**src/design/shr_pkg.sv**
```systemverilog
// shared types and constants for the stamped history ring
package shr_pkg;

	localparam int STAMP_BITS       = 32;
	localparam int PAYLOAD_MAX      = 64;
	localparam int AGE_BITS         = 16;
	localparam int DEPTH_DEF        = 32;
	localparam int PAYLOAD_BITS_DEF = 64;
	// command queue depth, a power of two
	localparam int QUEUE_DEPTH      = 4;

	typedef enum logic [1:0] {
		KIND_CLEAR = 2'd0,
		KIND_PUSH  = 2'd1,
		KIND_FIND  = 2'd2,
		KIND_FETCH = 2'd3
	} kind_t;

	// classified command handed from front to back
	typedef enum logic [2:0] {
		OP_CLEAR,
		OP_PUSH,
		OP_FIND,
		OP_FETCH,
		OP_MISS
	} op_t;

	typedef enum logic [2:0] {
		BK_CLEAR,
		BK_IDLE,
		BK_SCAN,
		BK_FETCH,
		BK_DONE
	} back_state_t;

	typedef struct packed {
		kind_t                   kind;
		logic [STAMP_BITS-1:0]   key_stamp;
		logic [PAYLOAD_MAX-1:0]  pose_payload;
		logic [AGE_BITS-1:0]     age;
	} req_t;

	typedef struct packed {
		logic                    hit;
		logic [STAMP_BITS-1:0]   hit_stamp;
		logic [PAYLOAD_MAX-1:0]  hit_payload;
	} rsp_t;

	typedef struct packed {
		op_t                     op;
		logic [STAMP_BITS-1:0]   stamp;
		logic [PAYLOAD_MAX-1:0]  payload;
		logic [AGE_BITS-1:0]     age;
	} cmd_t;

endpackage

```
**src/design/shr_front.sv**
```systemverilog
// front end: takes request items and classifies them into commands
module shr_front import shr_pkg::*; #(
	parameter int DEPTH = DEPTH_DEF
) (
	input  req_t req,
	input  logic req_valid,
	output logic req_stall,
	input  logic q_full,
	input  logic init_busy,
	output logic q_push,
	output cmd_t q_cmd
);

	// hold off while the queue is full or the ring is being initialized
	assign req_stall = q_full | init_busy;
	assign q_push    = req_valid & ~req_stall;

	// classify, turning lookups that cannot hit into plain misses
	always_comb begin
		q_cmd.stamp   = req.key_stamp;
		q_cmd.payload = req.pose_payload;
		q_cmd.age     = req.age;
		case (req.kind)
			KIND_CLEAR: q_cmd.op = OP_CLEAR;
			KIND_PUSH:  q_cmd.op = OP_PUSH;
			KIND_FIND: begin
				q_cmd.op = (req.key_stamp == '0) ? OP_MISS : OP_FIND;
			end
			KIND_FETCH: begin
				if (req.age == '0 || req.age > AGE_BITS'(DEPTH))
					q_cmd.op = OP_MISS;
				else
					q_cmd.op = OP_FETCH;
			end
			default: q_cmd.op = OP_MISS;
		endcase
	end

endmodule

```
**src/design/shr_queue.sv**
```systemverilog
// short command queue between front and back
module shr_queue import shr_pkg::*; (
	input  logic clk,
	input  logic arst_n,
	input  logic push,
	input  cmd_t wdata,
	output logic full,
	input  logic pop,
	output logic valid,
	output cmd_t rdata
);

	localparam int QAW = $clog2(QUEUE_DEPTH);

	cmd_t             slot_q [QUEUE_DEPTH];
	logic [QAW-1:0]   wr_q;
	logic [QAW-1:0]   rd_q;
	logic [QAW:0]     cnt_q;

	assign full  = (cnt_q == (QAW+1)'(QUEUE_DEPTH));
	assign valid = (cnt_q != '0);
	assign rdata = slot_q[rd_q];

	// entry storage
	always_ff @(posedge clk) begin
		if (push)
			slot_q[wr_q] <= wdata;
	end

	// pointers and fill count
	always_ff @(posedge clk or negedge arst_n) begin
		if (!arst_n) begin
			wr_q  <= '0;
			rd_q  <= '0;
			cnt_q <= '0;
		end else begin
			if (push)
				wr_q <= wr_q + QAW'(1);
			if (pop)
				rd_q <= rd_q + QAW'(1);
			case ({push, pop})
				2'b10:   cnt_q <= cnt_q + (QAW+1)'(1);
				2'b01:   cnt_q <= cnt_q - (QAW+1)'(1);
				default: cnt_q <= cnt_q;
			endcase
		end
	end

endmodule

```
**src/design/shr_back.sv**
```systemverilog
// back end: ring memory, write pointer, clear sweep, stamp scan and result register
module shr_back import shr_pkg::*; #(
	parameter int DEPTH        = DEPTH_DEF,
	parameter int PAYLOAD_BITS = PAYLOAD_BITS_DEF
) (
	input  logic clk,
	input  logic arst_n,
	input  logic q_valid,
	input  cmd_t q_cmd,
	output logic q_pop,
	output logic init_busy,
	output rsp_t rsp,
	output logic rsp_valid,
	input  logic rsp_stall
);

	localparam int AW = $clog2(DEPTH);
	localparam int CW = AW + 1;
	localparam int WW = STAMP_BITS + PAYLOAD_BITS;
	localparam logic [CW-1:0] DEPTH_C = CW'(DEPTH);
	localparam logic [AW-1:0] LAST    = AW'(DEPTH - 1);

	logic [WW-1:0]          ring_mem_q [DEPTH];
	logic [WW-1:0]          rd_data_q;
	back_state_t            state_q, state_d;
	logic [AW-1:0]          wp_q;
	logic [CW-1:0]          idx_q;
	logic [STAMP_BITS-1:0]  key_q;
	logic                   hit_q;
	logic                   init_q;
	rsp_t                   rsp_q;
	logic                   rsp_valid_q;

	logic                   mem_we;
	logic [AW-1:0]          mem_wa;
	logic [WW-1:0]          mem_wd;
	logic                   rd_en;
	logic [AW-1:0]          rd_addr;
	logic                   rsp_load;

	logic [STAMP_BITS-1:0]   rd_stamp;
	logic [PAYLOAD_BITS-1:0] rd_payload;
	logic                    match;
	logic                    scan_end;
	logic                    clear_end;
	logic                    slot_free;
	logic [CW-1:0]           age_gap;
	logic [CW-1:0]           fsum;
	logic [AW-1:0]           fetch_addr;

	assign rd_stamp   = rd_data_q[WW-1 -: STAMP_BITS];
	assign rd_payload = rd_data_q[PAYLOAD_BITS-1:0];
	assign match      = (rd_stamp == key_q);
	assign scan_end   = (idx_q == DEPTH_C);
	assign clear_end  = (idx_q == DEPTH_C - CW'(1));
	assign slot_free  = ~rsp_valid_q | ~rsp_stall;

	// slot written age pushes ago; the sum stays below twice the depth
	assign age_gap    = DEPTH_C - q_cmd.age[CW-1:0];
	assign fsum       = {1'b0, wp_q} + age_gap;
	assign fetch_addr = (fsum >= DEPTH_C) ? AW'(fsum - DEPTH_C) : fsum[AW-1:0];

	// next state
	always_comb begin
		state_d = state_q;
		case (state_q)
			BK_CLEAR: begin
				if (clear_end)
					state_d = BK_IDLE;
			end
			BK_IDLE: begin
				if (q_valid) begin
					case (q_cmd.op)
						OP_CLEAR: state_d = BK_CLEAR;
						OP_FIND:  state_d = BK_SCAN;
						OP_FETCH: state_d = BK_FETCH;
						OP_MISS:  state_d = BK_DONE;
						default:  state_d = BK_IDLE;
					endcase
				end
			end
			BK_SCAN: begin
				if (match || scan_end)
					state_d = BK_DONE;
			end
			BK_FETCH: state_d = BK_DONE;
			BK_DONE: begin
				if (slot_free)
					state_d = BK_IDLE;
			end
			default: state_d = BK_IDLE;
		endcase
	end

	// memory ports and handshake outputs
	always_comb begin
		q_pop    = 1'b0;
		mem_we   = 1'b0;
		mem_wa   = wp_q;
		mem_wd   = {q_cmd.stamp, q_cmd.payload[PAYLOAD_BITS-1:0]};
		rd_en    = 1'b0;
		rd_addr  = '0;
		rsp_load = 1'b0;
		case (state_q)
			BK_CLEAR: begin
				mem_we = 1'b1;
				mem_wa = idx_q[AW-1:0];
				mem_wd = '0;
			end
			BK_IDLE: begin
				q_pop = q_valid;
				case (q_cmd.op)
					OP_PUSH:  mem_we = q_valid;
					OP_FIND:  rd_en  = q_valid;
					OP_FETCH: begin
						rd_en   = q_valid;
						rd_addr = fetch_addr;
					end
					default: mem_we = 1'b0;
				endcase
			end
			BK_SCAN: begin
				rd_en   = ~match & ~scan_end;
				rd_addr = idx_q[AW-1:0];
			end
			BK_DONE: rsp_load = slot_free;
			default: rsp_load = 1'b0;
		endcase
	end

	// ring memory, one write and one registered read a cycle
	always_ff @(posedge clk) begin
		if (mem_we)
			ring_mem_q[mem_wa] <= mem_wd;
		if (rd_en)
			rd_data_q <= ring_mem_q[rd_addr];
	end

	// control registers
	always_ff @(posedge clk or negedge arst_n) begin
		if (!arst_n) begin
			state_q     <= BK_CLEAR;
			wp_q        <= '0;
			idx_q       <= '0;
			hit_q       <= 1'b0;
			init_q      <= 1'b1;
			rsp_valid_q <= 1'b0;
		end else begin
			state_q <= state_d;
			case (state_q)
				BK_CLEAR: begin
					idx_q <= idx_q + CW'(1);
					if (clear_end)
						init_q <= 1'b0;
				end
				BK_IDLE: begin
					hit_q <= 1'b0;
					if (q_valid) begin
						case (q_cmd.op)
							OP_CLEAR: begin
								idx_q <= '0;
								wp_q  <= '0;
							end
							OP_PUSH:  wp_q  <= (wp_q == LAST) ? '0 : wp_q + AW'(1);
							OP_FIND:  idx_q <= CW'(1);
							default:  idx_q <= idx_q;
						endcase
					end
				end
				BK_SCAN: begin
					hit_q <= match;
					if (!match && !scan_end)
						idx_q <= idx_q + CW'(1);
				end
				BK_FETCH: hit_q <= (rd_stamp != '0);
				default:  hit_q <= hit_q;
			endcase
			if (rsp_load)
				rsp_valid_q <= 1'b1;
			else if (!rsp_stall)
				rsp_valid_q <= 1'b0;
		end
	end

	// search key and result register
	always_ff @(posedge clk) begin
		if (q_pop)
			key_q <= q_cmd.stamp;
		if (rsp_load) begin
			rsp_q.hit         <= hit_q;
			rsp_q.hit_stamp   <= hit_q ? rd_stamp : '0;
			rsp_q.hit_payload <= hit_q ? PAYLOAD_MAX'(rd_payload) : '0;
		end
	end

	assign init_busy = init_q;
	assign rsp       = rsp_q;
	assign rsp_valid = rsp_valid_q;

endmodule

```
**src/design/stamped_history_ring.sv**
```systemverilog
// top level of the stamped history ring
//
//  channel  | direction | payload | handshake
//  ---------+-----------+---------+----------------------
//  request  | in        | req_t   | req_valid / req_stall
//  response | out       | rsp_t   | rsp_valid / rsp_stall
//
// a push writes one slot, a fetch reads one, a clear writes one slot per cycle; a find
// reads one slot per cycle from slot zero upward, as the ring memory has a single read port.
// after reset the ring is zeroed in a sweep while req_stall is high.
// a queue of QUEUE_DEPTH commands lets requests enter while a response is stalled.
module stamped_history_ring import shr_pkg::*; #(
	parameter int DEPTH        = DEPTH_DEF,
	parameter int PAYLOAD_BITS = PAYLOAD_BITS_DEF
) (
	input  logic clk,
	input  logic arst_n,
	input  req_t req,
	input  logic req_valid,
	output logic req_stall,
	output rsp_t rsp,
	output logic rsp_valid,
	input  logic rsp_stall
);

	logic q_full;
	logic q_push;
	logic q_pop;
	logic q_valid;
	logic init_busy;
	cmd_t push_cmd;
	cmd_t pop_cmd;

	// classification of request items
	shr_front #(
		.DEPTH(DEPTH)
	) u_front (
		.req       (req),
		.req_valid (req_valid),
		.req_stall (req_stall),
		.q_full    (q_full),
		.init_busy (init_busy),
		.q_push    (q_push),
		.q_cmd     (push_cmd)
	);

	// command queue
	shr_queue u_queue (
		.clk    (clk),
		.arst_n (arst_n),
		.push   (q_push),
		.wdata  (push_cmd),
		.full   (q_full),
		.pop    (q_pop),
		.valid  (q_valid),
		.rdata  (pop_cmd)
	);

	// ring storage and execution
	shr_back #(
		.DEPTH        (DEPTH),
		.PAYLOAD_BITS (PAYLOAD_BITS)
	) u_back (
		.clk       (clk),
		.arst_n    (arst_n),
		.q_valid   (q_valid),
		.q_cmd     (pop_cmd),
		.q_pop     (q_pop),
		.init_busy (init_busy),
		.rsp       (rsp),
		.rsp_valid (rsp_valid),
		.rsp_stall (rsp_stall)
	);

endmodule

```
**config.mk**
```make
export PLATFORM = sky130hd
export DESIGN_NAME = stamped_history_ring
export DESIGN_NICKNAME = d
export VERILOG_FILES = /design/src/design/shr_pkg.sv /design/src/design/shr_front.sv /design/src/design/shr_queue.sv /design/src/design/shr_back.sv /design/src/design/stamped_history_ring.sv
export SDC_FILE = /design/constraint.sdc
export NUM_CORES = 2
export LEC_CHECK = 0
export ABC_AREA = 1
export BUFFER_PORTS_ARGS = -buffer_cell sky130_fd_sc_hd__buf_2
export CORE_ASPECT_RATIO = 2
export CORE_UTILIZATION = 48
export CTS_CLUSTER_SIZE = 14
export DETAILED_ROUTE_END_ITERATION = 6
export PLACE_DENSITY = 0.71
export SETUP_SLACK_MARGIN = 0.1
export SYNTH_ARGS = -nofsm -noshare
export SYNTH_HDL_FRONTEND = slang
export SYNTH_SLANG_ARGS = --single-unit
```
**constraint.sdc**
```tcl
create_clock -name clk -period 10.8 [get_ports clk]
set_input_delay 0 -clock clk [delete_from_list [all_inputs] [get_ports clk]]
set_output_delay 0 -clock clk [all_outputs]
set_load 0.02 [all_outputs]
```
# == After elaboration in Yosys (flattened, before gate mapping) ==
# Memory sizes are Yosys's and may differ from the RTL's. A register that Yosys moved wholly into a read port is not among the register bits.
# Cells that the tools add are included.
# word_totals
mem_count,2
ff_bits,153
word_cells,115
input_bits,118
output_inout_bits,99
ramBits,3532
# memory_table
name,words,width,rd,rd_clocked_by_memory_dff,wr,line,rtl
u_back.ring_mem_q,32,96,1,1,1,shr_back.sv:23,logic [WW-1:0] ring_mem_q [DEPTH];
u_queue.slot_q,4,115,1,0,1,shr_queue.sv:15,cmd_t slot_q [QUEUE_DEPTH];
# op_classes
n_eq_ne,25
bitwise,9
muxes,34
n_reduce_logical,21
addsub,9
n_lt_le_gt_ge,2
# ops
operator,count
$mux 96,1
$eq 32x32->1,1
$logic_not 32->1,1
$reduce_bool 32->1,1
$pmux 3 s4,2
$mux 5,4
$pmux 5 s2,2
$mux 3,6
$pmux 6 s3,1
$gt 16x6->1 const B,1
$logic_not 16->1,1
$pmux 3 s5,1
$eq 3x2->1 const B,4
$mux 6,2
$ne 2x1->1 const B,6
$pmux 6 s2,1
$mux 1,10
$eq 3x3->1 const B,3
$reduce_bool 3->1,3
$reduce_and 4->1,2
$add 5x6->6,1
$add 6x1->6 const B,1
$eq 2x2->1 const B,3
$eq 3x1->1 const B,2
other kinds (27),40

# == Logic depth before layout (Yosys ltp) ==
# An unclocked memory read counts as a cell.
# logic_depth
depth_word,7
mapped_depth,20
depth_no_buf,16

# == Modules after synthesis ==
# From an unflattened synthesis, not the netlist that was laid out.
# unflattened
hier_cells,12544
area_unflattened_um2,154375.6
# by_module_without_submodules
module,cells_each,instances,seq_area_each_um2,area_each_um2
shr_back,10966,1,99431.6,134745.5
shr_queue,1390,1,13988.4,18485.2
shr_front,188,1,0.0,1144.8

# == Worst setup path before layout ==
# OpenSTA, ideal clock, no wires.
# synth_path
kind,flip-flop to flip-flop
start,"register u_back.rd_data_q[85], read port of u_back.ring_mem_q"
end,"register u_back.rd_data_q[0], read port of u_back.ring_mem_q, enable pin"
setup_slack_ns,2.175
path_buffers,0
period_less_slack_ns,8.625
path_stages_with_launch,9
t_arrival_ns,7.942
required_time_ns,10.117
setup_ns,0.683
cell_sequence,edfxtp_1 xor2_1 nor3_1 nand2_1 nor2_1 nand2_1 nand3_1 o2111ai_1 o21ai_0
# synth_between
elab_chain_cells,4
# synth_lines
element,line,rtl
start: declaration,shr_back.sv:24,logic [WW-1:0] rd_data_q;
$eq 32x32->1,shr_back.sv:53,assign match = (rd_stamp == key_q);
$not 1->1,shr_back.sv:123,rd_en = ~match & ~scan_end;
$and 1x1->1,shr_back.sv:123,
$pmux 1 s2,shr_back.sv:104,case (state_q)
named net u_back.rd_en,shr_back.sv:37,logic rd_en;
# The timed path passes the listed nets, and every way through them passes these cells.
# A chain may end at the register's enable or synchronous reset.

# == Final worst setup path ==
# layout_path
start,register u_queue.rd_q[0]
end,"register u_back.rd_data_q[28], read port of u_back.ring_mem_q (data pin)"
# layout_between
elab_chain_cells,7
word_cells_on_any_way,13
cone_classes,add/sub: 3; order compare: 1; eq/ne: 2; mux: 5; reduce/logical: 1; memory: 1
# layout_lines
element,line,rtl
start: declaration,shr_queue.sv:17,logic [QAW-1:0] rd_q;
start signal: assignment,shr_queue.sv:40,rd_q <= rd_q + QAW'(1);
$mem_v2 4x115 (*),-,
$sub 6x6->6,shr_back.sv:59,assign age_gap = DEPTH_C - q_cmd.age[CW-1:0];
$add 5x6->6,shr_back.sv:60,"assign fsum = {1'b0, wp_q} + age_gap;"
$sub 5x1->5 / $ge 6x6->1 (equally long branches),shr_back.sv:61,assign fetch_addr = (fsum >= DEPTH_C) ? AW'(fsum - DEPTH_C) : fsum[AW-1:0];
$mux 5,shr_back.sv:61,
$mux 5,shr_back.sv:112,case (q_cmd.op)
$pmux 5 s2,shr_back.sv:104,
# Every way passes the cells marked *; elsewhere a longest branch is shown, timed or not.

==> metrics.log <==
[metrics] critical path fanouts, max: ~230
[metrics] Layout Area Growth over Synthesis: 11.1%
[metrics] core region area: between 300000 and 400000 um2
[metrics] final cycle utilization of the critical path: between 60% and 70%
[metrics] aggregate routed wire length: 445 mm
[metrics] antenna violations before repair: 15
[metrics] Combinational Power Share: 27.6%
[metrics] number of different library cells in the post-synthesis netlist: between 40 and 50
[metrics] run status: completed
[metrics] routed via count divided by cell count: between 6 and 7
[metrics] number of buffers created by CTS: roughly 330
[metrics] first-pass GRT wire length: about 640 mm
[metrics] worst endpoint data arrival time: 7.37 ns
[metrics] maximum number of pins on one net before global-route repair: about 230
[metrics] Yosys reg bits: 3737
[metrics] Hold WC Path Type: in2reg
[metrics] number of global-route vias before repair: between 90000 and 100k
[metrics] Peak VDD IR: ~0.43 mV
[metrics] launching element type of the critical path: register
[metrics] Worst Path Class, Setup: reg2reg
[metrics] Final nets: 12300
[metrics] overall track demand over capacity in global routing: ~27%
[metrics] insertion delay of the later-clocked pin in the worst-skew pair: 0.94 ns
[metrics] number of buffers added on ports: 216
[metrics] Slowest Stage Delay on Critical Path: 1.00 ns
[metrics] post-synthesis net count: 12200
[metrics] switching portion of total power: 34.2%
[metrics] GP Congestion: between 0.7 and 0.8
[metrics] worst reg-to-reg setup slack: approximately 4.2 ns
[metrics] die boundary width: between 300 and 400 um
[metrics] Setup Buffers After CTS: 0
[metrics] capturing point of the worst reg2reg path: u_back.rd_data_q[28]
[metrics] average wire per standard cell: ~27 um
[metrics] cell chosen for the clock root: clkbuf_16
[metrics] power density relative to cell area: 261 nW/um2
[metrics] RSZ-0062 raised after global routing: no
[metrics] via count: between 100k and 150k
[metrics] remaining antenna violation count: 0
[metrics] Worst Setup SP: u_queue.rd_q[0]
[metrics] final hold vios: 0
[metrics] Fmax achieved: between 150 and 200 MHz
[metrics] starting density of the core: 48.2%
[metrics] endpoint of the worst setup timing path: u_back.rd_data_q[28]
[metrics] post-synth design cell area: 151000 um2
[metrics] Pins Over Slew Limit: 0
[metrics] Max H-tree Level: 5
[metrics] final non-filler cell area: approximately 170000 um2
[metrics] number of remaining DRC errors: 0
[metrics] switching power: roughly 15000 uW
[metrics] relative slew slack: under 10%
[metrics] actual transition at the worst max-transition pin: around 1.4 ns
[metrics] Clock transition at path regs: about 0.070 ns
[metrics] crit path cell chain: inv_6, buf_4, nand2_1, nand2_1, nand2_1, nand2_1, nor2_2, nand3_4, buf_12, buf_4, buf_4, nand3_1, nand3_1, nand3_1, nand3_1, nand3_1, nand2_1
[metrics] Die H: between 700 and 800 um
[metrics] 1st-pass router iterations: 7
[metrics] fillers: around 25000
[metrics] overall die area: ~320000 um2
[metrics] internal power component: between 20000 and 30000 uW
[metrics] Ports: approximately 220
[metrics] count of final setup violators: 0
[metrics] startpoint of the worst-slack reg-to-reg timing path: u_queue.rd_q[0]
[metrics] Setup TNS: 0 ns
[metrics] DP HPWL: roughly 210 mm
[metrics] Max stage delay cell, worst path: buf_4
[metrics] Placed Area: roughly 160000 um2
[metrics] Flop pwr share: between 40% and 50%
[metrics] Max clock buf depth: 4
[metrics] crit path time final: 6.60 ns
[metrics] DR iter-0 viols: between 10000 and 15000
[metrics] Setup crit end kind: register
[metrics] max_cap viols: 0
[metrics] synthesized netlist cell count: about 12000
[metrics] most frequent standard cell in the layout excluding fill and tap cells: nand3_1
[metrics] total power after layout: 43700 uW
[metrics] Register-to-Register Path Depth: 17
[metrics] Synth warnings: 0
[metrics] clock network power share: 25.3%
[metrics] required arrival time at the worst endpoint: between 10 and 15 ns
[metrics] Clock Skews: approximately 0.048 ns
[metrics] fraction of layout instances using a drive strength above 1: 8.10%
[metrics] clock sink count: 3737
[metrics] fraction of the yosys area taken by sequential cells: about three quarters
[metrics] most frequent cells in the layout: nand3_1, edfxtp_1, nand2_1
[metrics] TritonCTS clock tree: built
[metrics] total leakage power: about 0.058 uW
[metrics] sum of overflow across all layers after global routing: 0
[metrics] mean instance size in the synthesized netlist: about 12 um2
[metrics] row count: between 200 and 300
==> registers in the layout, indices dropped and copies added (netlist names), 2 cells and up <==
signal and count:
u_back.key_q 32, u_queue.slot_q 416, u_back.ring_mem_q 3072, u_back.rsp 97, u_queue.rd_q 2, u_back.state_q 3, u_back.idx_q 6, u_queue.cnt_q 3
u_queue.wr_q 2, u_back.wp_q 5, u_back.rd_data_q 96
==> routing by layer <==
metal / track usage, % / wire length [um] / up-vias
li1: - / - / 44200
met1: 34.3 / 158000 / 50300
met2: 46.3 / 220000 / 6243
met3: 3.87 / 43300 / 1257
met4: 13.6 / 23200 / 6
met5: 0 / 34 / -
==> synth_stat cells (all sizes together) <==
master	instances	share of area [%]
o32ai	1	0.0058
buf	556	1.8
or2	9	0.037
a32o	2	0.013
clkbuf	361	0.90
a22oi	1	0.0083
xnor2	21	0.12
dfrtp	23	0.38
dfstp	1	0.017
a31oi	1	0.0042
xor2	9	0.052
o21ai	218	0.72
ha	13	0.11
a211oi	1	0.0050
nand3b	10	0.050
nand2	1919	4.8
or3	2	0.0083
a32oi	1	0.0058
fa	2	0.027
o22ai	3	0.012
nor2	463	1.2
nand3	4415	15
nand4	8	0.033
o2111ai	1	0.0058
o41ai	1	0.0058
o211ai	2	0.010
nor3	12	0.040
nor4	17	0.071
a21oi	109	0.36
edfxtp	3713	74
a311oi	1	0.0058
o31ai	1	0.0050
inv	192	0.48
==> layout make-up <==
type / instances / area (um2) / area share (%)
Antenna cell: 5 / 12.5 / 0.00748
Clock buffer: 410 / 8740 / 5.23
Clock inverter: 84 / 731 / 0.437
Inverter: 192 / 768 / 0.459
Multi-Input combinational cell: 7243 / 34400 / 20.6
Sequential cell: 3737 / 112000 / 67.0
Tap cell: 4088 / 5110 / 3.06
Timing Repair Buffer: 656 / 5320 / 3.18
==> metrics by stage <==
stage / std cells / setup WS [ns] / hold WS [ns] / utilization (%)
after CTS: 16400 / 4.25 / 0.00735 / 53.6
after global placement: 15700 / 4.28 / 0.0634 / 49.9
after detailed placement: 15700 / 4.27 / 0.0563 / 49.9
after floorplan: 12100 / 2.17 / -0.296 / -
final: 16400 / 4.20 / 0.0308 / 53.6
after global routing: 16400 / 3.84 / 0.0302 / 53.6
==> cell families after synthesis <==
| kind of cell | count (synthesis) | synth area share [%] |
|---|---|---|
| fa+ha+maj | 15 | 0.135 |
| xor+xnor | 30 | 0.175 |
| simple gates | 6855 | 20.9 |
| flops | 3737 | 74.5 |
| buf+inv | 1109 | 3.16 |
| compound gates | 343 | 1.17 |
==> power by group through the flow <==
stage | logic (uW) | registers, uW | clock network [uW]
final | 12100 | 20600 | 11000
after global routing | 13000 | 20700 | 11600
after CTS | 11900 | 20600 | 11100
after detailed placement | 11800 | 20900 | 0
after global placement | 11600 | 20800 | 0
after floorplan | 7330 | 21000 | 0
==> what timing repair did <==
action                                  4_1_cts  5_1_grt
hold endpoints to repair                    464        0
endpoints found under the setup margin        0        0
resized for setup                             0        0
hold buffers                                211        0
==> worst max-delay path, delay by kind of cell (launching register included) <==
family / cells / cell delay (ns)
buffers and inverters: 5 / 4.01
flip-flops: 1 / 0.74
AND/OR/NAND/NOR: 12 / 1.43
==> worst min path at each step <==
stage / endpoint / startpoint / cells after the start / slack (ns)
2_1_floorplan: u_back.hit_q / arst_n / 0 / -0.30
3_3_place_gp: u_queue.wr_q[1] / arst_n / 1 / 0.06
3_5_place_dp: u_back.rsp_valid / arst_n / 1 / 0.06
4_1_cts: u_queue.slot_q[3][44] / req[44] / 2 / 0.007
5_1_grt: u_queue.slot_q[2][58] / req[58] / 2 / 0.03
6_report: u_queue.slot_q[1][111] / req[111] / 2 / 0.03
No activity file was read; power rests on OpenSTA's default activity.
